[config.mk]
export PLATFORM = sky130hd
export DESIGN_NAME = rfsd_ctrl
export DESIGN_NICKNAME = d
export VERILOG_FILES = /design/src/rtl/rfsd_pkg.sv /design/src/rtl/rfsd_ctrl.sv
export SDC_FILE = /design/constraint.sdc
export NUM_CORES = 1
export LEC_CHECK = 0
export BUFFER_PORTS_ARGS = -buffer_cell sky130_fd_sc_hd__buf_2
export CAP_MARGIN = 25
export CORE_AREA = 10 10 47 49
export DETAILED_ROUTE_END_ITERATION = 8
export DIE_AREA = 0 0 57 59
export PLACE_DENSITY = 0.38
export SLEW_MARGIN = 40
export SYNTH_ARGS = -nofsm -noshare
export SYNTH_HDL_FRONTEND = slang
export SYNTH_SLANG_ARGS = --single-unit
[constraint.sdc]
create_clock -name clk -period 1 [get_ports clk]
set_input_delay 0.2 -clock clk [delete_from_list [all_inputs] [get_ports clk]]
set_output_delay 0.2 -clock clk [all_outputs]
set_load 0.02 [all_outputs]
[src/rtl/rfsd_pkg.sv]
// ----------------------------------------------------------------------------
// rfsd_pkg: shared types and constants of the readout frame sample decoder
// Frame geometry, derived widths and the controller-to-datapath command bundle.
// ----------------------------------------------------------------------------
package rfsd_pkg;

  // Frame geometry
  localparam int CHIPS        = 4;
  localparam int TIME_BUCKETS = 512;
  localparam int CHANNELS     = 68;

  // Fixed field widths
  localparam int CHIP_W   = 2;
  localparam int CHAN_W   = 7;
  localparam int BUCKET_W = 9;
  localparam int SAMPLE_W = 12;
  localparam int WORD_W   = 32;

  // Per-chip queue capacity and derived widths
  localparam int CHIP_CAP   = TIME_BUCKETS * CHANNELS;
  localparam int FILL_W     = $clog2(CHIP_CAP + 1);
  localparam int MEM_DEPTH  = CHIPS * CHIP_CAP;
  localparam int ADDR_W     = $clog2(MEM_DEPTH + 1);
  localparam int CHIP_SLOTS = 2 ** CHIP_W;

  // Opcodes
  localparam logic OP_PUSH  = 1'b0;
  localparam logic OP_DRAIN = 1'b1;

  // Commands from controller to datapath
  typedef struct packed {
    logic part_push;   // unpack the word straight into a result
    logic full_push;   // append the sample to its chip queue
    logic drain_rd;    // issue the queue read for a drain
    logic drain_wb;    // form the drain result and advance position
  } rfsd_cmd_t;

  // Base address of a chip queue in the sample store
  function automatic logic [ADDR_W-1:0] chip_base(input logic [CHIP_W-1:0] chip);
    logic [ADDR_W-1:0] base;
    base = ADDR_W'(chip) * ADDR_W'(CHIP_CAP);
    return base;
  endfunction

endpackage

[src/rtl/rfsd_ctrl.sv]
// ----------------------------------------------------------------------------
// rfsd_ctrl: decoder controller
// Holds the mode register, accepts items and sequences the drain read.
// ----------------------------------------------------------------------------
module rfsd_ctrl
  import rfsd_pkg::*;
(
  input  logic      clk,
  input  logic      rst_n,
  input  logic      start,
  input  logic      opcode,
  input  logic      cfg_wr_en,
  input  logic      cfg_wr_data,
  output logic      busy,
  output rfsd_cmd_t cmd
);

  typedef enum logic [1:0] {
    ST_IDLE  = 2'b01,
    ST_DRAIN = 2'b10
  } state_t;

  state_t state_r, state_nxt;
  logic   full_readout_r;
  logic   accept;

  // Mode register
  always_ff @(posedge clk) begin
    if (!rst_n) begin
      full_readout_r <= 1'b0;
    end else if (cfg_wr_en) begin
      full_readout_r <= cfg_wr_data;
    end
  end

  // Next state
  always_comb begin
    state_nxt = state_r;
    unique case (state_r)
      ST_IDLE: begin
        if (start && opcode == OP_DRAIN) begin
          state_nxt = ST_DRAIN;
        end
      end
      ST_DRAIN: begin
        state_nxt = ST_IDLE;
      end
      default: begin
        state_nxt = ST_IDLE;
      end
    endcase
  end

  always_ff @(posedge clk) begin
    if (!rst_n) begin
      state_r <= ST_IDLE;
    end else begin
      state_r <= state_nxt;
    end
  end

  // Commands
  assign busy   = (state_r != ST_IDLE);
  assign accept = start && !busy;

  always_comb begin
    cmd.part_push = accept && opcode == OP_PUSH && !full_readout_r;
    cmd.full_push = accept && opcode == OP_PUSH && full_readout_r;
    cmd.drain_rd  = accept && opcode == OP_DRAIN;
    cmd.drain_wb  = (state_r == ST_DRAIN);
  end

endmodule

Yosys cells after proc, flatten, opt, wreduce, memory -nomap -nowiden
Index checks and enable logic that the tools add are counted.
W data, S select, Z words.

word-level totals
  register bits = 3
  word-level logic and storage cells = 15

operators by class
  equality and inequality tests = 3
  bitwise logic cells = 1
  reductions and logical operators = 9

operators with widths
  kind                  count
  $logic_and A1 B1 Y1   6
  $eq A2 B1 Y1 const B  1
  $eq A2 B2 Y1 const B  1
  $logic_not A1 Y1      2
  $ne A2 B1 Y1 const B  1
  $reduce_and A2 Y1     1
  $not A1 Y1            1

Logic depth before layout (Yosys ltp)
Gate-level depths: netlist (run 1).

  word-level depth = 5
  mapped depth = 2
  mapped depth without buffers = 2

Worst setup path after synthesis (run 1)
Ideal clock, no wire load.

  path kind = register to output
  start = reg state_r[0]
  end = out cmd[3] (netlist bit)
  arrival time = 802 ps
  data required time = 800 ps
  path slack = -2 ps
  cell stages (with the launch flop) = 3
  path through = dfxtp_1 nor2b_4 nor4bb_4

RTL lines
  item                      line             source
  start: declaration        rfsd_ctrl.sv:23  state_t state_r, state_nxt;
  start signal: assignment  rfsd_ctrl.sv:58  state_r <= state_nxt;
  end: declaration          rfsd_ctrl.sv:15  output rfsd_cmd_t cmd

==> impl_metrics.env, run 1 <==
export IMPL_result_of_the_run="finished with violations"
export IMPL_failing_checks="negative setup slack"
export IMPL_timing_worst_slew_pin_value_ns=0.185
export IMPL_place_area_sq_um=238
export IMPL_core_area_sq_um=1400
export IMPL_worst_clock_skew_ns=0.00474
export IMPL_initialDrtViolationCount=6
export IMPL_clockPowerShare=0.492
export IMPL_detail_route_antenna_nets=0
export IMPL_track_usage=0.0323
export IMPL_internal_power_uw=328
export IMPL_number_of_top_level_pins=11
export IMPL_cts_path_max_buffers=2
export IMPL_final_min_clock_period_ns=1.30
export IMPL_cp_cell_sequence="nor2b_4, buf_4, and3_4, buf_6"
export IMPL_hold_ws_ns=0.202
export IMPL_tritoncts_num_buffers=3
export IMPL_globalRoute_totalOverflow=0
export IMPL_unrepaired_setup_endpoints_after_global_routing="yes"
export IMPL_ctsHtreeMaxLevel=1
export IMPL_netlist_instances=13
export IMPL_timing_critical_path_slowest_cell_delay_ns=0.31
export IMPL_cts_tree="yes"
export IMPL_post_synth_instance_area_sq_um=160
export IMPL_worst_skew_pair_late_latency_ns=0.23
export IMPL_first_global_vias=190
export IMPL_seq_area_frac_synth=0.375
export IMPL_power_density_nw_per_um2=1390
export IMPL_maximum_number_of_pins_on_one_net_before_global_route_repair=6
export IMPL_max_clock_freq_mhz=771
export IMPL_finalNetCount=37
export IMPL_post_drt_via_cell_ratio=3.43
export IMPL_placement_rows=14
export IMPL_slew_violations=0
export IMPL_worst_setup_hold_path_clk_slew_ns=0.03
export IMPL_p_sw_frac=0.241
export IMPL_cts_hold_buffers_added=0
export IMPL_floorplan_initialDensity=0.114
export IMPL_slowest_stage="sky130_fd_sc_hd__dfxtp_2"
export IMPL_power_sequential_fraction=0.306
export IMPL_power_leakage_uw=0.000161
export IMPL_yosys_warnings=0
export IMPL_die_height_microns=59
export IMPL_hold_crit_path_type="input pin to flip-flop"
export IMPL_critPathKind="flip-flop to primary output"
export IMPL_path_max_fanout=4
export IMPL_fp_dieArea_sq_um=3360
export IMPL_min_period_over_period=1.30
export IMPL_share_of_layout_cells_above_drive_strength_1=0.733
export IMPL_routability_congestion_estimate=0.711
export IMPL_finalInstanceArea_sq_um=310
export IMPL_grt_first_pass_wirelength_microns=786
export IMPL_synth_seq_cells=3
export IMPL_cts_root_buffer="sky130_fd_sc_hd__clkbuf_4"
export IMPL_critical_path_top_delay_family="simple AND/OR/NAND/NOR gates"
export IMPL_power_net_switching_uw=104
export IMPL_timing_max_slew_rel_slack=0.877
export IMPL_synthesis_area_per_instance_sq_um=12.3
export IMPL_synth_lib_cells_used_distinct=11
export IMPL_worstPathBufferInverterCount=2
export IMPL_cp_arrival_ns=1.10
export IMPL_critical_path_startpoint_type="flip-flop"
export IMPL_initial_antenna_violation_count=0
export IMPL_report_final_setup_viol=5
export IMPL_comb_power_share=0.202
export IMPL_max_vdd_ir_drop_uv=512
export IMPL_vias=158
export IMPL_place_port_buffers=10
export IMPL_synth_net_count=19
export IMPL_die_width_microns=57
export IMPL_hold_viol=0
export IMPL_wl_per_cell_microns=10.2
export IMPL_dp_slack_ns=-0.0823
export IMPL_numClockSinks=3
export IMPL_drtPass1Iterations=3
export IMPL_timing_critical_path_to_type="primary output"
export IMPL_final_critical_path_setup_slack_ns=-0.297
export IMPL_cap_violations=0
export IMPL_drc=0
export IMPL_required_ns=0.80
export IMPL_hpwlAfterDp_microns=395
export IMPL_insertedDiodeCount=0
export IMPL_drt_total_wl_microns=470
export IMPL_fin_setup_tns_ns=-1.16
export IMPL_final_core_utilization=0.221
export IMPL_area_growth_syn_to_layout_pct=93.7
==> worst paths after layout <==
kind	cells after the start	start	slack, ns	endpoint
setup / recovery	4	state_r[0]	-0.30	cmd[1]
hold / removal	2	rst_n	0.20	state_r[0]
setup reg to reg	4	state_r[0]	0.06	state_r[1]
hold reg to reg	2	full_readout_r	0.58	full_readout_r
==> stage by stage <==
| stage | cells | total power (uW) |
|---|---|---|
| 2_1_floorplan | 13 | 170 |
| 3_3_place_gp | 40 | 200 |
| 3_5_place_dp | 40 | 202 |
| 4_1_cts | 44 | 428 |
| 5_1_grt | 46 | 469 |
| 6_report | 46 | 432 |
==> synthesized netlist by cell type <==
cell,instances,area [sq um]
sky130_fd_sc_hd__inv_1,1,3.75
sky130_fd_sc_hd__and4_1,1,8.76
sky130_fd_sc_hd__and4b_1,1,10.0
sky130_fd_sc_hd__dfxtp_1,3,60.1
sky130_fd_sc_hd__nand4_1,1,6.26
sky130_fd_sc_hd__nor2b_4,1,13.8
sky130_fd_sc_hd__nor4bb_4,1,25.0
sky130_fd_sc_hd__mux2i_1,1,10.0
sky130_fd_sc_hd__and3_2,1,7.51
sky130_fd_sc_hd__and2b_2,1,8.76
sky130_fd_sc_hd__nor2b_1,1,6.26
==> state kept, by name (all words and copies together) (netlist names) <==
signal and flops:
state_r 2, full_readout_r 1
==> layout make-up <==
class | instances | area (sq um)
Multi-Input combinational cell | 9 | 100
Tap cell | 16 | 20.0
Inverter | 1 | 3.75
Clock buffer | 4 | 26.3
Sequential cell | 3 | 62.6
Fill cell | 164 | 1090
Timing Repair Buffer | 13 | 97.6
==> per-layer routing <==
metal | track usage | vias to the layer above | share of wire
met4 | 0.0302 | 0 | 0
met2 | 0.0372 | 11 | 0.38
met3 | 0.0365 | 0 | 0.18
li1 | - | 82 | -
met1 | 0.0294 | 65 | 0.44
met5 | 0 | - | 0
==> power by group through the flow <==
stage / Clock (uW) / Combinational, uW / Sequential [uW]
2_1_floorplan: 0 / 38.0 / 132
3_3_place_gp: 0 / 67.3 / 133
3_5_place_dp: 0 / 68.7 / 134
4_1_cts: 220 / 75.7 / 132
5_1_grt: 241 / 95.0 / 133
6_report: 213 / 87.1 / 132
==> kinds of logic after synthesis <==
family | count (synthesis) | share of synthesized area
buffers and inverters | 1 | 0.0234
DFF | 3 | 0.375
and+or+nand+nor | 8 | 0.539
muxes | 1 | 0.0625
==> what timing repair did <==
action	4_1_cts	5_1_grt
pin swaps	1	0
resized for setup	9	2
cloned	0	0
buffers inserted	0	2
endpoints found under the setup margin	5	5
==> cell usage in the layout (no fill, tap or decap), drive strengths merged <==
cell / count
nand4: 1
mux2i: 1
dfxtp: 3
and4: 1
nor2b: 2
nor4bb: 1
and4b: 1
inv: 1
and2b: 1
and3: 1
clkbuf: 4
buf: 13
(Power assumes the default switching activity.)
==> run 2: changes to the inputs <==
--- a/config.mk
+++ b/config.mk
@@ -5,12 +5,14 @@
 export SDC_FILE = /design/constraint.sdc
 export NUM_CORES = 1
 export LEC_CHECK = 0
+export ABC_AREA = 1
 export BUFFER_PORTS_ARGS = -buffer_cell sky130_fd_sc_hd__buf_2
 export CAP_MARGIN = 25
 export CORE_AREA = 10 10 47 49
+export CTS_BUF_LIST = sky130_fd_sc_hd__clkbuf_4
 export DETAILED_ROUTE_END_ITERATION = 8
 export DIE_AREA = 0 0 57 59
-export PLACE_DENSITY = 0.38
+export PLACE_DENSITY = 0.37
 export SLEW_MARGIN = 40
 export SYNTH_ARGS = -nofsm -noshare
 export SYNTH_HDL_FRONTEND = slang
==> run 2 against run 1 <==
  * The flow still finishes with violations (negative setup slack)
  * Non-clock buffer count down 2
  * Design area down 5.6%
  * Register-to-register slack better by 0.11 ns
  * Synthesized cell count up 38%
  * Fmax up 14%
  * Sequential share of layout area up 1.6 points
  * Cell count up 6.5%
  * Critical path depth unchanged
  * Synthesized area down 15%
  * Count of clock-buffer cells in the layout unchanged
  * Clock power up 12%
  * Global-route usage up 0.19 points
  * Largest cell class unchanged
  * Largest power group unchanged
==> impl_metrics.env, run 2 <==
export IMPL_synth_lib_cells_used_distinct=9
export IMPL_hold_crit_path_type="input pin to flip-flop"
export IMPL_dp_cells=44
export IMPL_share_of_layout_cells_above_drive_strength_1=0.848
export IMPL_most_common_layout_cells="sky130_fd_sc_hd__buf_2 (5), sky130_fd_sc_hd__clkbuf_4 (4), sky130_fd_sc_hd__buf_4 (4)"
export IMPL_floorplan_initialDensity=0.0973
export IMPL_failing_checks="negative setup slack"
export IMPL_hpwlAfterDp_microns=385
export IMPL_synth_seq_cells=3
export IMPL_layout_cells_most_common="sky130_fd_sc_hd__buf_2"
export IMPL_unrepaired_setup_endpoints_after_global_routing="yes"
export IMPL_insertedDiodeCount=0
export IMPL_ctsHtreeMaxLevel=1
export IMPL_combinational_family_with_the_most_area_after_synthesis="simple AND/OR/NAND/NOR gates"
export IMPL_synth_xor_area_frac=0
export IMPL_post_synth_instance_area_sq_um=136
export IMPL_core_area_sq_um=1400
export IMPL_area_growth_syn_to_layout_pct=115
export IMPL_finalInstanceArea_sq_um=293
export IMPL_max_clock_freq_mhz=877
export IMPL_globalRoute_totalOverflow=0
export IMPL_worstPathBufferInverterCount=2
export IMPL_power_density_nw_per_um2=1550
export IMPL_hold_viol=0
export IMPL_largest_register_ff_count=2
export IMPL_synthesis_area_per_instance_sq_um=7.58
export IMPL_timing_critical_path_to_type="primary output"
export IMPL_track_usage=0.0342
export IMPL_worst_clock_skew_ns=0.000601
export IMPL_netlist_instances=18
export IMPL_maximum_number_of_pins_on_one_net_before_global_route_repair=4
export IMPL_number_of_top_level_pins=11
export IMPL_finalNetCount=40
export IMPL_initialDrtViolationCount=0
export IMPL_cp_arrival_ns=0.94
export IMPL_drt_total_wl_microns=514
export IMPL_synth_net_count=24
export IMPL_place_port_buffers=10
export IMPL_drtPass1Iterations=1
export IMPL_rr_startpoint="state_r[1]"
export IMPL_final_min_clock_period_ns=1.14
export IMPL_numClockSinks=3
export IMPL_drc=0
export IMPL_max_vdd_ir_drop_uv=280
export IMPL_synth_adder_area_share=0
export IMPL_power_leakage_uw=0.000144
export IMPL_critPathKind="flip-flop to primary output"
export IMPL_place_area_sq_um=206
export IMPL_top_register="state_r"
export IMPL_reg_largest_list="state_r x2, full_readout_r x1"
export IMPL_cts_hold_buffers_added=0
export IMPL_wl_per_cell_microns=10.5
export IMPL_min_period_over_period=1.14
export IMPL_grt_first_pass_wirelength_microns=786
export IMPL_initial_antenna_violation_count=0
export IMPL_timing_max_slew_rel_slack=0.909
export IMPL_cap_violations=0
export IMPL_slew_violations=0
export IMPL_cp_startpoint="state_r[1]"
export IMPL_fp_dieArea_sq_um=3360
export IMPL_final_core_utilization=0.209
export IMPL_cts_tree="yes"
export IMPL_critical_path_top_delay_family="flip-flops"
export IMPL_final_critical_path_setup_slack_ns=-0.140
export IMPL_cts_root_buffer="sky130_fd_sc_hd__clkbuf_4"
export IMPL_worst_skew_pair_late_latency_ns=0.23
export IMPL_die_width_microns=57
export IMPL_result_of_the_run="finished with violations"
export IMPL_final_instance_count_excl_fill=49
export IMPL_netlist_area_leader_share=0.440
export IMPL_synth_edff_count=0
export IMPL_post_synth_most_frequent_cells="sky130_fd_sc_hd__dfxtp_1 (3), sky130_fd_sc_hd__nand2_2 (3), sky130_fd_sc_hd__nor2_1 (3)"
export IMPL_synth_simple_gate_area_frac=0.413
export IMPL_first_global_vias=175
export IMPL_slowest_stage="sky130_fd_sc_hd__dfxtp_2"
export IMPL_total_power_uw=453
export IMPL_required_ns=0.80
export IMPL_seq_area_frac_synth=0.440
export IMPL_placement_rows=14
export IMPL_vias=168
export IMPL_yosys_warnings=0
export IMPL_cp_cell_sequence="inv_4, nand3_4, nor3_2, buf_4"
export IMPL_hp_start="rst_n"
export IMPL_die_height_microns=59
export IMPL_synth_mux_area_frac=0
export IMPL_synth_area_top_cells="sky130_fd_sc_hd__dfxtp_1 (44%), sky130_fd_sc_hd__nand2_2 (14%), sky130_fd_sc_hd__nor2_1 (8.3%), sky130_fd_sc_hd__nor2_4 (8.3%), sky130_fd_sc_hd__nor3_1 (7.3%)"
export IMPL_path_max_fanout=3
export IMPL_ys_async_sr_fraction=0
export IMPL_routability_congestion_estimate=0.652
export IMPL_detail_route_antenna_nets=0
export IMPL_timing_critical_path_slowest_cell_delay_ns=0.32
export IMPL_report_final_setup_viol=5
export IMPL_worst_setup_hold_path_clk_slew_ns=0.04
export IMPL_post_drt_via_cell_ratio=3.43
export IMPL_timing_worst_slew_pin_value_ns=0.135
export IMPL_tritoncts_num_buffers=3
export IMPL_synthDominantAreaCellType="sky130_fd_sc_hd__dfxtp_1"
export IMPL_synth_compound_gate_area_share=0.0367
export IMPL_hold_ws_ns=0.163
export IMPL_critical_path_startpoint_type="flip-flop"
export IMPL_synth_flop_cell="sky130_fd_sc_hd__dfxtp_1"
export IMPL_cts_path_max_buffers=2
run 2: worst reg2reg max path, cell delays in order, from the launching register on:
cell	delay (ns)
sky130_fd_sc_hd__dfxtp_2	0.32
sky130_fd_sc_hd__inv_4	0.07
sky130_fd_sc_hd__nand2_2	0.07
sky130_fd_sc_hd__nor2_4	0.10
sky130_fd_sc_hd__buf_4	0.12
sky130_fd_sc_hd__nand2_2	0.05
run 2: logic make-up after synthesis:
group | Yosys count
and+or+nand+nor | 10
buffers and inverters | 4
AOI/OAI and AO/OA | 1
DFF | 3
run 2: final cells by class:
type                       instances  area [sq um]
clock buffer                       4          30.0
inverter                           4          17.5
sequential                         3          63.8
multi-input combinational         11          83.8
timing repair buffer              11          77.6
tap                               16          20.0
fill                             169          1110
run 2: report_power, final:
group          internal [uW]  switching, uW
Sequential               128           6.69
Combinational           38.0           42.5
Clock                    176           61.4
Total                    342            111
run 2: layer usage:
metal / vias to the layer above / global-route usage / share of wire
li1: 83 / - / -
met1: 70 / 0.0321 / 0.39
met2: 13 / 0.0279 / 0.37
met3: 2 / 0.0408 / 0.23
met4: 0 / 0.0503 / 0.0078
met5: - / 0 / 0
run 2: worst paths after layout:
check              endpoint  slack [ns]  depth (start not counted)
max reg2reg      state_r[0]        0.17                          5
max                  cmd[2]       -0.14                          4
min              state_r[0]        0.16                          2
min reg2reg  full_readout_r        0.54                          2
run 2: repair_timing:
action | 4_1_cts | 5_1_grt
setup endpoints to repair | 5 | 5
pin swaps | 1 | 1
resized for setup | 9 | 7
buffers inserted | 1 | 0
run 2: metrics by stage:
| step | TNS, ns | setup WS [ns] |
|---|---|---|
| 6_report | -0.461 | -0.140 |
| 3_5_place_dp | 0 | 0.0133 |
| 3_3_place_gp | 0 | 0.0212 |
| 4_1_cts | -0.566 | -0.194 |
| 5_1_grt | -0.684 | -0.192 |
| 2_1_floorplan | -0.195 | -0.0975 |
==> run 3: changes to the inputs <==
--- a/config.mk
+++ b/config.mk
@@ -8,10 +8,9 @@
 export ABC_AREA = 1
 export BUFFER_PORTS_ARGS = -buffer_cell sky130_fd_sc_hd__buf_2
 export CAP_MARGIN = 25
-export CORE_AREA = 10 10 47 49
-export CTS_BUF_LIST = sky130_fd_sc_hd__clkbuf_4
+export CORE_AREA = 2 2 39 41
 export DETAILED_ROUTE_END_ITERATION = 8
-export DIE_AREA = 0 0 57 59
+export DIE_AREA = 0 0 41 43
 export PLACE_DENSITY = 0.37
 export SLEW_MARGIN = 40
 export SYNTH_ARGS = -nofsm -noshare
==> constraint.sdc (replaced) <==
create_clock -name clk -period 1 [get_ports clk]
set_input_delay 0.15 -clock clk [delete_from_list [all_inputs] [get_ports clk]]
set_output_delay 0.15 -clock clk [all_outputs]
set_load 0.02 [all_outputs]
==> run 3 against run 2 <==
  * The run still ends with negative setup slack left
  * Cell count unchanged
  * Combinational power up 3.7%
  * Register-to-register slack about the same
  * Total power down 5.6%
  * Fmax up 4.8%
  * Critical endpoint unchanged
==> impl_metrics.env, run 3 (same netlist as run 2, synthesis figures left out) <==
export IMPL_path_max_fanout=3
export IMPL_result_of_the_run="finished with violations"
export IMPL_die_width_microns=41
export IMPL_hold_viol=0
export IMPL_layout_cells_most_common="sky130_fd_sc_hd__buf_2"
export IMPL_max_vdd_ir_drop_uv=391
export IMPL_track_usage=0.0561
export IMPL_placement_rows=14
export IMPL_initial_antenna_violation_count=0
export IMPL_final_min_clock_period_ns=1.09
export IMPL_first_global_vias=147
export IMPL_worst_setup_hold_path_clk_slew_ns=0.04
export IMPL_insertedDiodeCount=0
export IMPL_vias=157
export IMPL_slew_violations=0
export IMPL_cp_arrival_ns=0.94
export IMPL_top_register="state_r"
export IMPL_routability_congestion_estimate=0.597
export IMPL_largest_register_ff_count=2
export IMPL_critPathKind="flip-flop to primary output"
export IMPL_cts_path_max_buffers=2
export IMPL_wl_per_cell_microns=7.22
export IMPL_report_final_setup_viol=4
export IMPL_numClockSinks=3
export IMPL_core_area_sq_um=1380
export IMPL_number_of_top_level_pins=11
export IMPL_initialDrtViolationCount=0
export IMPL_max_clock_freq_mhz=919
export IMPL_timing_worst_slew_pin_value_ns=0.130
export IMPL_timing_critical_path_to_type="primary output"
export IMPL_cap_violations=0
export IMPL_failing_checks="negative setup slack"
export IMPL_min_period_over_period=1.09
export IMPL_tritoncts_num_buffers=3
export IMPL_detail_route_antenna_nets=0
export IMPL_unrepaired_setup_endpoints_after_global_routing="yes"
export IMPL_cts_root_buffer="sky130_fd_sc_hd__clkbuf_4"
export IMPL_maximum_number_of_pins_on_one_net_before_global_route_repair=4
export IMPL_area_growth_syn_to_layout_pct=121
export IMPL_required_ns=0.85
export IMPL_cts_tree="yes"
export IMPL_power_leakage_uw=0.000142
export IMPL_final_critical_path_setup_slack_ns=-0.0876
export IMPL_drt_total_wl_microns=354
export IMPL_share_of_layout_cells_above_drive_strength_1=0.788
export IMPL_power_density_nw_per_um2=1420
export IMPL_post_drt_via_cell_ratio=3.20
export IMPL_final_instance_count_excl_fill=49
export IMPL_floorplan_initialDensity=0.0986
export IMPL_fp_dieArea_sq_um=1760
export IMPL_finalNetCount=40
export IMPL_dp_cells=44
export IMPL_critical_path_startpoint_type="flip-flop"
export IMPL_fin_setup_tns_ns=-0.212
export IMPL_worst_skew_pair_late_latency_ns=0.23
export IMPL_cts_hold_buffers_added=0
export IMPL_grt_first_pass_wirelength_microns=558
export IMPL_ctsHtreeMaxLevel=1
export IMPL_place_port_buffers=10
export IMPL_drc=0
export IMPL_hold_crit_path_type="input pin to flip-flop"
export IMPL_drtPass1Iterations=1
export IMPL_timing_max_slew_rel_slack=0.913
export IMPL_globalRoute_totalOverflow=0
export IMPL_worst_clock_skew_ns=0.000147
export IMPL_die_height_microns=43
export IMPL_reg_largest_list="state_r x2, full_readout_r x1"
-- run 3: final timing paths --
kind | start | depth (start not counted) | to | slack, ns
setup reg to reg | state_r[1] | 5 | state_r[0] | 0.18
setup / recovery | full_readout_r | 3 | cmd[2] | -0.09
hold / removal | rst_n | 2 | state_r[0] | 0.12
hold reg to reg | full_readout_r | 2 | full_readout_r | 0.54
-- run 3: metrics by stage --
step	util	cell area (sq um)	worst slack (ns)	total power (uW)	hold WS, ns
after global placement	0.149	206	0.0766	192	0.364
after detailed placement	0.149	206	0.0520	191	0.364
after global routing	0.218	302	-0.163	462	0.120
after floorplan	-	136	-0.0475	166	0.238
after CTS	0.191	264	-0.149	422	0.111
final	0.218	302	-0.0876	428	0.115
-- run 3: layout make-up --
| cell class | count | area [sq um] |
|---|---|---|
| fill | 160 | 1080 |
| multi-input combinational | 11 | 90.1 |
| timing repair buffer | 11 | 81.3 |
| sequential | 3 | 66.3 |
| clock buffer | 4 | 26.3 |
| tap | 16 | 20.0 |
| inverter | 4 | 17.5 |
-- run 3: what timing repair did --
item	CTS	global route
endpoints found under the setup margin	3	5
pin swaps	2	2
gates resized for setup	8	10
buffers inserted	1	0
-- run 3: power by group --
part,internal (uW),switching [uW]
clock,149,61.0
sequential,127,6.97
combinational,40.4,43.0
total,317,111
-- run 3: per-layer routing --
layer | vias up | track usage | wire length [microns]
met3 | 0 | 0.0471 | 58
met4 | 0 | 0.0600 | 0
met2 | 11 | 0.0500 | 128
met5 | - | 0 | 0
li1 | 86 | - | -
met1 | 60 | 0.0703 | 167
-- run 3: worst max-delay path, cell delays in order (launching register included) --
cell                      delay, ns
sky130_fd_sc_hd__dfxtp_4       0.35
sky130_fd_sc_hd__inv_1         0.05
sky130_fd_sc_hd__nor3_2        0.15
sky130_fd_sc_hd__buf_4         0.16
